[config.mk]
export PLATFORM = sky130hd
export DESIGN_NAME = hilbert4d_encode_decode
export DESIGN_NICKNAME = d
export VERILOG_FILES = /design/src/hdl/hil4_pkg.sv /design/src/hdl/hil4_level.sv /design/src/hdl/hil4_out.sv /design/src/hdl/hilbert4d_encode_decode.sv
export SDC_FILE = /design/constraint.sdc
export NUM_CORES = 2
export LEC_CHECK = 0
export ABC_CLOCK_PERIOD_IN_PS = 13700
export BUFFER_PORTS_ARGS = -buffer_cell sky130_fd_sc_hd__buf_2
export CORE_UTILIZATION = 51
export CTS_CLUSTER_DIAMETER = 40
export DETAILED_ROUTE_END_ITERATION = 16
export GPL_ROUTABILITY_DRIVEN = 0
export PLACE_DENSITY = 0.81
export SYNTH_ARGS = -nofsm -noshare
export SYNTH_HDL_FRONTEND = slang
export SYNTH_SLANG_ARGS = --single-unit
[constraint.sdc]
create_clock -name aclk -period 13.7 [get_ports aclk]
set_input_delay 1.37 -clock aclk [delete_from_list [all_inputs] [get_ports aclk]]
set_output_delay 1.37 -clock aclk [all_outputs]
set_load 0.02 [all_outputs]
[src/hdl/hil4_pkg.sv]
// Shared types and constants for the 4-D Gray-code curve index encoder/decoder.
package hil4_pkg;

    localparam int LEVEL_BITS_DEF = 16;   // curve levels, one coordinate bit each
    localparam int NUM_AXES       = 4;
    localparam int COORD_W        = 16;
    localparam int INDEX_W        = 64;
    localparam int TDATA_W        = 128;  // four coordinates plus one index
    localparam int TUSER_W        = 1;

    typedef enum logic {
        CMD_ENCODE = 1'b0,
        CMD_DECODE = 1'b1
    } hil4_cmd_t;

    // Work item travelling down the level pipeline.
    // Encode: coord holds the source, idx collects nibbles.
    // Decode: idx holds the source, coord collects bits.
    typedef struct packed {
        hil4_cmd_t                           cmd;
        logic [NUM_AXES-1:0][COORD_W-1:0]    coord;
        logic [INDEX_W-1:0]                  idx;
        logic [NUM_AXES-1:0][1:0]            perm;
        logic [NUM_AXES-1:0]                 flip;
    } hil4_item_t;

endpackage

[src/hdl/hil4_level.sv]
// One curve level: gather/scatter through the rotation, Gray step, rotation update.
module hil4_level #(
    parameter int LVL = 0
) (
    input  logic                aclk,
    input  logic                aresetn,
    input  logic                in_valid,
    output logic                in_ready,
    input  hil4_pkg::hil4_item_t in_item,
    output logic                out_valid,
    input  logic                out_ready,
    output hil4_pkg::hil4_item_t out_item
);

    localparam int NIB_LSB = 4 * LVL;

    logic                 valid_reg;
    hil4_pkg::hil4_item_t item_reg;
    hil4_pkg::hil4_item_t item_next;

    logic [3:0] b_enc;
    logic [3:0] g_enc;
    logic [3:0] g_dec;
    logic [3:0] b_dec;
    logic [3:0] g_sel;
    logic [1:0] hi_axis;
    logic [1:0] first_axis;

    always_comb begin
        item_next = in_item;

        // encode path: gather one bit per axis through perm
        for (int d = 0; d < hil4_pkg::NUM_AXES; d++) begin
            b_enc[d] = in_item.coord[in_item.perm[d]][LVL];
        end
        g_enc = (b_enc ^ in_item.flip) ^ ((b_enc ^ in_item.flip) >> 1);

        // decode path: Gray-decode the stored nibble
        g_dec    = in_item.idx[NIB_LSB +: 4];
        b_dec[3] = g_dec[3];
        b_dec[2] = g_dec[2] ^ g_dec[3];
        b_dec[1] = g_dec[1] ^ g_dec[2] ^ g_dec[3];
        b_dec[0] = g_dec[0] ^ g_dec[1] ^ g_dec[2] ^ g_dec[3];
        b_dec    = b_dec ^ in_item.flip;

        if (in_item.cmd == hil4_pkg::CMD_DECODE) begin
            g_sel = g_dec;
            for (int j = 0; j < hil4_pkg::NUM_AXES; j++) begin
                for (int d = 0; d < hil4_pkg::NUM_AXES; d++) begin
                    if (b_dec[d] && (in_item.perm[d] == 2'(j))) begin
                        item_next.coord[j][LVL] = 1'b1;
                    end
                end
            end
        end else begin
            g_sel = g_enc;
            item_next.idx[NIB_LSB +: 4] = g_enc;
        end

        // rotation update (nibble not 0 or F): swap axis 0 with highest set bit, toggle flip
        if (g_sel[3]) begin
            hi_axis = 2'd3;
        end else if (g_sel[2]) begin
            hi_axis = 2'd2;
        end else if (g_sel[1]) begin
            hi_axis = 2'd1;
        end else begin
            hi_axis = 2'd0;
        end
        first_axis = in_item.perm[0];
        if ((g_sel != 4'h0) && (g_sel != 4'hF)) begin
            item_next.perm[0]       = in_item.perm[hi_axis];
            item_next.perm[hi_axis] = first_axis;
            item_next.flip          = in_item.flip ^ (4'b0001 << first_axis);
        end
    end

    assign in_ready = !valid_reg || out_ready;

    always_ff @(posedge aclk) begin
        if (!aresetn) begin
            valid_reg <= 1'b0;
        end else if (in_ready) begin
            valid_reg <= in_valid;
        end
    end

    always_ff @(posedge aclk) begin
        if (in_ready && in_valid) begin
            item_reg <= item_next;
        end
    end

    assign out_valid = valid_reg;
    assign out_item  = item_reg;

endmodule

[src/hdl/hil4_out.sv]
// Output register: selects the fields of the chosen direction and zeroes the rest.
module hil4_out (
    input  logic                               aclk,
    input  logic                               aresetn,
    input  logic                               in_valid,
    output logic                               in_ready,
    input  hil4_pkg::hil4_item_t               in_item,
    output logic                               out_valid,
    input  logic                               out_ready,
    output logic [hil4_pkg::TDATA_W-1:0]       out_data
);

    logic                         valid_reg;
    logic [hil4_pkg::TDATA_W-1:0] data_reg;
    logic [hil4_pkg::TDATA_W-1:0] data_next;

    always_comb begin
        if (in_item.cmd == hil4_pkg::CMD_DECODE) begin
            data_next = {in_item.coord, {hil4_pkg::INDEX_W{1'b0}}};
        end else begin
            data_next = {{(hil4_pkg::NUM_AXES * hil4_pkg::COORD_W){1'b0}}, in_item.idx};
        end
    end

    assign in_ready = !valid_reg || out_ready;

    always_ff @(posedge aclk) begin
        if (!aresetn) begin
            valid_reg <= 1'b0;
        end else if (in_ready) begin
            valid_reg <= in_valid;
        end
    end

    always_ff @(posedge aclk) begin
        if (in_ready && in_valid) begin
            data_reg <= data_next;
        end
    end

    assign out_valid = valid_reg;
    assign out_data  = data_reg;

endmodule

[src/hdl/hilbert4d_encode_decode.sv]
// Top level of the 4-D Gray-code curve index encoder/decoder pipeline.
//
//  channel | dir | tdata (low bit up)                          | tuser
//  --------+-----+---------------------------------------------+--------------
//  s_      | in  | coord_x, coord_y, coord_z, coord_m, index_in | command
//  m_      | out | index_out, out_x, out_y, out_z, out_m        | -
//
// One pipeline stage per curve level (LEVEL_BITS of them, top level first)
// plus one output register; one transfer per cycle while m_tready is high.
// Each stage has its own valid bit; ready ripples back stage by stage, so empty
// stages fill while the output is stalled and nothing is dropped or repeated.
// aresetn (synchronous) clears the valid bits only; payload is not reset.
module hilbert4d_encode_decode #(
    parameter int LEVEL_BITS = hil4_pkg::LEVEL_BITS_DEF
) (
    input  logic                          aclk,
    input  logic                          aresetn,
    input  logic                          s_tvalid,
    output logic                          s_tready,
    // [15:0] coord_x, [31:16] coord_y, [47:32] coord_z, [63:48] coord_m,
    // [127:64] index_in
    input  logic [hil4_pkg::TDATA_W-1:0]  s_tdata,
    // [0] command (0 encode, 1 decode)
    input  logic [hil4_pkg::TUSER_W-1:0]  s_tuser,
    output logic                          m_tvalid,
    input  logic                          m_tready,
    // [63:0] index_out, [79:64] out_x, [95:80] out_y, [111:96] out_z,
    // [127:112] out_m
    output logic [hil4_pkg::TDATA_W-1:0]  m_tdata
);

    localparam int CW = hil4_pkg::NUM_AXES * hil4_pkg::COORD_W;

    // stage k consumes item_q[k] and produces item_q[k+1]
    hil4_pkg::hil4_item_t item_q [LEVEL_BITS+1];
    logic                 vld    [LEVEL_BITS+1];
    logic                 rdy    [LEVEL_BITS+1];
    hil4_pkg::hil4_cmd_t  s_cmd;

    assign s_cmd = hil4_pkg::hil4_cmd_t'(s_tuser[0]);

    // Entry item: rotation at identity, no flips; destination fields cleared.
    always_comb begin
        item_q[0].cmd  = s_cmd;
        item_q[0].perm = {2'd3, 2'd2, 2'd1, 2'd0};
        item_q[0].flip = 4'h0;
        if (s_cmd == hil4_pkg::CMD_DECODE) begin
            item_q[0].coord = '0;
            item_q[0].idx   = s_tdata[CW +: hil4_pkg::INDEX_W];
        end else begin
            item_q[0].coord = s_tdata[CW-1:0];
            item_q[0].idx   = '0;
        end
    end

    assign vld[0]   = s_tvalid;
    assign s_tready = rdy[0];

    // Level pipeline, top coordinate bit first.
    for (genvar k = 0; k < LEVEL_BITS; k++) begin : g_level
        hil4_level #(
            .LVL (LEVEL_BITS - 1 - k)
        ) u_level (
            .aclk      (aclk),
            .aresetn   (aresetn),
            .in_valid  (vld[k]),
            .in_ready  (rdy[k]),
            .in_item   (item_q[k]),
            .out_valid (vld[k+1]),
            .out_ready (rdy[k+1]),
            .out_item  (item_q[k+1])
        );
    end

    // Output register holds the finished transfer.
    hil4_out u_out (
        .aclk      (aclk),
        .aresetn   (aresetn),
        .in_valid  (vld[LEVEL_BITS]),
        .in_ready  (rdy[LEVEL_BITS]),
        .in_item   (item_q[LEVEL_BITS]),
        .out_valid (m_tvalid),
        .out_ready (m_tready),
        .out_data  (m_tdata)
    );

`ifndef SYNTH
    // A result carries either an index or coordinates, never both.
    a_one_direction: assert property (@(posedge aclk) disable iff (!aresetn)
        m_tvalid |-> ((m_tdata[hil4_pkg::INDEX_W-1:0] == '0) ||
                      (m_tdata[hil4_pkg::TDATA_W-1:hil4_pkg::INDEX_W] == '0)))
        else $error("result carries both index and coordinates");

    // An empty output register means the whole ready chain is open.
    a_ready_chain: assert property (@(posedge aclk) disable iff (!aresetn)
        !m_tvalid |-> s_tready)
        else $error("input stalled while output register empty");

    // A transfer leaving the last level always lands in the output register.
    a_last_stage: assert property (@(posedge aclk) disable iff (!aresetn)
        (vld[LEVEL_BITS] && rdy[LEVEL_BITS]) |=> m_tvalid)
        else $error("item lost between last level and output");
`endif

endmodule
# After elaboration in Yosys (flattened, before gate mapping)

Index checks and enable logic that the tools add are counted.

Bits in registers: 2,389
Input port bits: 133
Output and inout port bits: 130
Logic and storage cells: 1,627

$lt $le $gt $ge: 90
Equal/unequal tests: 195
Shift-type cells: 14
Muxes and demuxes: 579
Bitwise gates (word level): 158
Reductions and logical operators: 396

Operator list:

| kind                  | number |
|---|---|
| $bmux W16 S2          | 60 |
| $mux W1               | 328 |
| $logic_and A1 B1 Y1   | 287 |
| $eq A2 B2 Y1 const B  | 120 |
| $lt A2 B3 Y1 const B  | 75 |
| $mux W12              | 18 |
| $xor A4 B4 Y4         | 44 |
| $mux W128             | 1 |
| $mux W2               | 64 |
| $eq A2 B1 Y1 const B  | 60 |
| $logic_not A2 Y1      | 60 |
| $bwmux W8             | 14 |
| $xor A1 B1 Y1         | 96 |
| $mux W4               | 20 |
| $xor A4 B3 Y4         | 16 |
| $bmux W2 S2           | 15 |
| $demux W2 S2          | 15 |
| $mux W15              | 4 |
| $ne A4 B4 Y1 const B  | 15 |
| $reduce_bool A4 Y1    | 15 |
| $mux W14              | 4 |
| $shl A1 B2 Y4 const A | 14 |
| $mux W13              | 4 |
| $mux W11              | 4 |
| 12 further kinds      | 79 |

# Logic depth before layout (Yosys ltp)

Word-level depth: 19
Depth in mapped cells: 7
Mapped depth without buffers: 7

# By module

Synthesis repeated with hierarchy kept, for this count alone.

Cells, all modules: 4,531
Area total of the unflattened synthesis: 87,958.1 µm²

By module, submodules not included:

| module                              | times used | cells an instance | area an instance (µm²) | sequential area each (µm²) |
|---|---|---|---|---|
| hil4_level (g_level[0].u_level ...) | 8          | 264               | 5,201.2                | 4,254.1 |
| hil4_level (g_level[3].u_level ...) | 7          | 250               | 5,084.9                | 4,254.1 |
| hil4_level (g_level[2].u_level)     | 1          | 250               | 5,099.9                | 4,254.1 |
| hil4_out                            | 1          | 275               | 4,767.1                | 3,863.7 |
| hilbert4d_encode_decode             | 1          | 144               | 887.1                  | 0.0 |

# Least setup slack after synthesis

Ideal clock, no wire load.

Path type: in2reg
Start point: input m_tready
End point: register g_level[3].u_level.item_reg (netlist bit g_level[3].u_level.out_item[0]), enable pin
Library setup time: 0.854 ns
Data arrival time: 12.185 ns
Data required time: 12.846 ns
Setup slack: 0.661 ns
Stages: 5
Buffers on the path: 0
Cells stage by stage: nand4b_1 > nor4_1 > and4_1 > and3_1 > a21boi_0

Word-level cells in the longest chain between the ends: 15

Ends and longest elaborated chain:

| item                             | line                          | text |
|---|---|---|
| from (decl)                      | hilbert4d_encode_decode.sv:26 | `input logic m_tready,` |
| $logic_or A1 B1 Y1               | hil4_out.sv:25                | `assign in_ready = !valid_reg \|\| out_ready;` |
| $logic_or A1 B1 Y1 (13 in a row) | hil4_level.sv:78              | `assign in_ready = !valid_reg \|\| out_ready;` |
| $logic_and A1 B1 Y1              | hil4_level.sv:89              | `if (in_ready && in_valid) begin` |
| to (signal assigned)             | hil4_level.sv:90              | `item_reg <= item_next;` |
| to (decl)                        | hil4_level.sv:18              | `hil4_pkg::hil4_item_t item_reg;` |

Every way passes these cells.
A chain may end at the register's enable or synchronous reset.

# Worst setup path in the final report

Start point: input m_tready
End point: output s_tready

Word-level cells in the longest chain between the ends: 17

Ends and longest elaborated chain:

| item                             | line                          | text |
|---|---|---|
| $logic_or A1 B1 Y1               | hil4_out.sv:25                |  |
| $logic_or A1 B1 Y1 (16 in a row) | hil4_level.sv:78              |  |
| to (decl)                        | hilbert4d_encode_decode.sv:19 | `output logic s_tready,` |

Every way passes these cells.

==> flow_summary.toml <==
[cts]
cts.sinks = 2367
post_cts_hold_buffer_count = 0
clock_tree_from_tritoncts = "built"
worst_skew_pair.late_latency_ns = 0.85
clkTransAtPathRegs_ns = 0.07
post_cts_resize_count = 0
clock_tree.htree_level_count = 4
post-cts-setup-buffer-count = 0
root_buffer_cell = "sky130_fd_sc_hd__clkbuf_16"
cts_buffer_depth = 3
cts-buffers-inserted = 227

[grt]
antenna_found_initial = 9
grt_overflow_total = 0
grt_start_max_net_pins = 141
grt_pass1_vias = 40300
gr-usage-all-layers_pct = 19.2
grt_pass1_wl_mm = 242

[die]
row_count = 149
core_area_sq_mm = 0.165
chipWidth_um = 409
die_y_um = 409
io-pin-count = 263
initial_utilization_pct = 51.3
fp.dieArea_sq_mm = 0.167

[drt]
detail_route.wl_per_cell_um = 22.8
antenna_violating_nets_post_route = 0
avgViaCountPerCell = 5.63
detail_route.wirelength_mm = 162
drc_violation_total_after_the_first_tritonroute_iteration = 4757
route.detailed.drc = 0
first_pass_iters = 6
num_vias = 40000

[critical_path]
ff2ff_path_depth = 7
timing.critical_path.required_ns = 12.33
timing.setup.critical_path_class = "in2out"
regToRegSetupSlack_ns = 9.58
r2r_end = "g_level[0].u_level.out_item[102]$_SDFFCE_PP0P_"
crit_path_launch_type = "input pin"
endpoint_kind = "output pin"
startpoint = "m_tready"
crit-reg2reg-launch = "g_level[15].u_level.out_valid$_SDFFE_PN0P_"
critical_path_peak_fanout = 6
worstPathArrival_ns = 4.07

[synth]
synth_cells = 4297
yosysSeqAreaShare_pct = 83.8
yosysWarnings = 0
post_synth_top_flop = "sky130_fd_sc_hd__edfxtp_1"
synth_area_leader_cell = "sky130_fd_sc_hd__edfxtp_1"
synthDominantCellAreaShare_pct = 83.4
flip_flop_and_latch_count_after_synthesis = 2367
synthArstFlopShare_pct = 0
synth_area_per_cell_sq_um = 19.7
synth.top_cells.by_area = "sky130_fd_sc_hd__edfxtp_1, sky130_fd_sc_hd__xnor2_1, sky130_fd_sc_hd__mux4_2"
synth_edf_count = 2350
post-synth-top-count-cell = "sky130_fd_sc_hd__edfxtp_1"
combined_area_of_all_synthesized_cells_sq_mm = 0.0846
synth_commonest_cells = "sky130_fd_sc_hd__edfxtp_1, sky130_fd_sc_hd__nand2_1, sky130_fd_sc_hd__xnor2_1"
mappedNetlistNets = 4430
number_of_distinct_library_cells_after_synthesis = 75

[sta]
pin_slew_with_the_least_headroom_to_its_limit_ns = 1.25
timing.final.setup_violations = 0
final_min_period_over_clock_period_pct = 39.7
clock.fmax_mhz = 184
timing.setup.tns_ns = 0
worst_hold_margin_ns = 0.385
finalCriticalPeriod_ns = 5.44
timing.clock.skew_ns = 0.0454
drv_slew = 0
number_of_hold_slack_violations_in_the_final_timing_report = 0
rsz0062_at_grt = "no"
slew_headroom_pct = 16.7

[power_and_ir_drop]
p_per_area_mw_per_mm2 = 149
p_leak_nw = 30.9
worst_ir_drop_vdd_v = 0.000166
report.power.total_w = 0.0143

[final_layout]
antenna-diode-count = 0
nFillCells = 11200
drive_above_1_share_pct = 17.7
fin_nets = 4857
layout.core_utilization_pct = 58.4
layout-area-overhead-vs-synth_pct = 13.7

[place]
post_detailed_placement_half_perimeter_wirelength_mm = 91.7
io_buffers = 262

[status]
run_status = "completed"

[hold_path]
timing.hold.worst.class = "reg2reg"
hold_end = "g_level[9].u_level.out_item[85]$_DFFE_PP_"
min_path_cells = 0
startpoint_of_the_tightest_hold_check_path = "g_level[8].u_level.out_item[85]$_DFFE_PP_"

[flow_run]
timing.max_cap.violations = 0
logic make-up after synthesis:
kind of cell / after synthesis / share of synthesized area [%]
DFF: 2367 / 83.8
and+or+nand+nor: 914 / 5.76
AOI/OAI and AO/OA: 403 / 3.25
xor gates and xnor gates: 291 / 3.47
muxes: 170 / 3.01
buffers and inverters: 152 / 0.682
layout make-up:
class                           count  area, sq um  share of cell area [%]
Sequential cell                  2367        70900                    73.7
Tap cell                         2189         2740                    2.85
Clock buffer                      275         5880                    6.11
Multi-Input combinational cell   1778        13300                    13.8
Timing Repair Buffer              297         1600                    1.66
Inverter                           53          199                   0.207
Clock inverter                    142         1600                    1.67
per-layer routing:
layer  global-route usage [%]  wire length [um]  up-vias
met1                     22.6             56700    19500
li1                         -                 -    17500
met4                     6.98              6220        4
met2                     34.2             84200     2455
met3                     4.41             14800      550
met5                        0                26        -
how the worst max path moves through the flow:
stage                                                to  slack (ns)  cells past startpoint
2_1_floorplan  g_level[3].u_level.out_item[0]$_DFFE_PP_        0.66                      5
3_3_place_gp                                   s_tready        8.40                      7
3_5_place_dp                                   s_tready        8.34                      7
4_1_cts                                        s_tready        8.21                      7
5_1_grt                                        s_tready        8.05                      7
6_report                                       s_tready        8.26                      7
layout by cell type (no fill, tap or decap), types with 49 or more instances in the layout:
| cell type | synthesis | routed |
|---|---|---|
| sky130_fd_sc_hd__edfxtp_1 | 2350 | 2350 |
| sky130_fd_sc_hd__buf_2 | 5 | 261 |
| sky130_fd_sc_hd__clkbuf_16 | 0 | 228 |
| sky130_fd_sc_hd__nand2_1 | 170 | 170 |
| sky130_fd_sc_hd__xnor2_1 | 163 | 163 |
| sky130_fd_sc_hd__nor2b_1 | 151 | 144 |
| sky130_fd_sc_hd__and2_1 | 136 | 135 |
| sky130_fd_sc_hd__nor2_1 | 127 | 126 |
| sky130_fd_sc_hd__nor3_1 | 97 | 97 |
| sky130_fd_sc_hd__o21ai_0 | 97 | 97 |
| sky130_fd_sc_hd__xor2_1 | 89 | 89 |
| sky130_fd_sc_hd__mux2_2 | 87 | 87 |
| sky130_fd_sc_hd__nand3_1 | 71 | 71 |
| sky130_fd_sc_hd__mux4_2 | 57 | 57 |
| sky130_fd_sc_hd__a21oi_1 | 50 | 49 |
sequential cells by signal (all words and copies together), names as in the netlist:
register	cells
u_out.out_data	128
g_level.u_level.out_item	2222
g_level.u_level.out_valid	16
u_out.out_valid	1
per-stage QoR:
step / cell area [sq um] / setup WS (ns) / instances
6_report: 96200 / 8.26 / 7101
5_1_grt: 96200 / 8.05 / 7101
4_1_cts: 96200 / 8.21 / 7101
3_5_place_dp: 88700 / 8.34 / 6684
3_3_place_gp: 88700 / 8.40 / 6684
2_1_floorplan: 84600 / 0.661 / 4297
where the power goes:
group          switching (W)  internal (W)
registers          0.0000334       0.00794
clock network        0.00275       0.00341
logic               0.000109     0.0000648
critical path: stages:
cell and delay (ns):
sky130_fd_sc_hd__buf_2 0.12, sky130_fd_sc_hd__nand4b_1 0.32, sky130_fd_sc_hd__nor3_1 0.84, sky130_fd_sc_hd__nand4_1 0.24, sky130_fd_sc_hd__nor2_1 0.68, sky130_fd_sc_hd__nand3_1 0.26, sky130_fd_sc_hd__buf_2 0.23
Note: power is estimated with default switching activity, not from simulation.
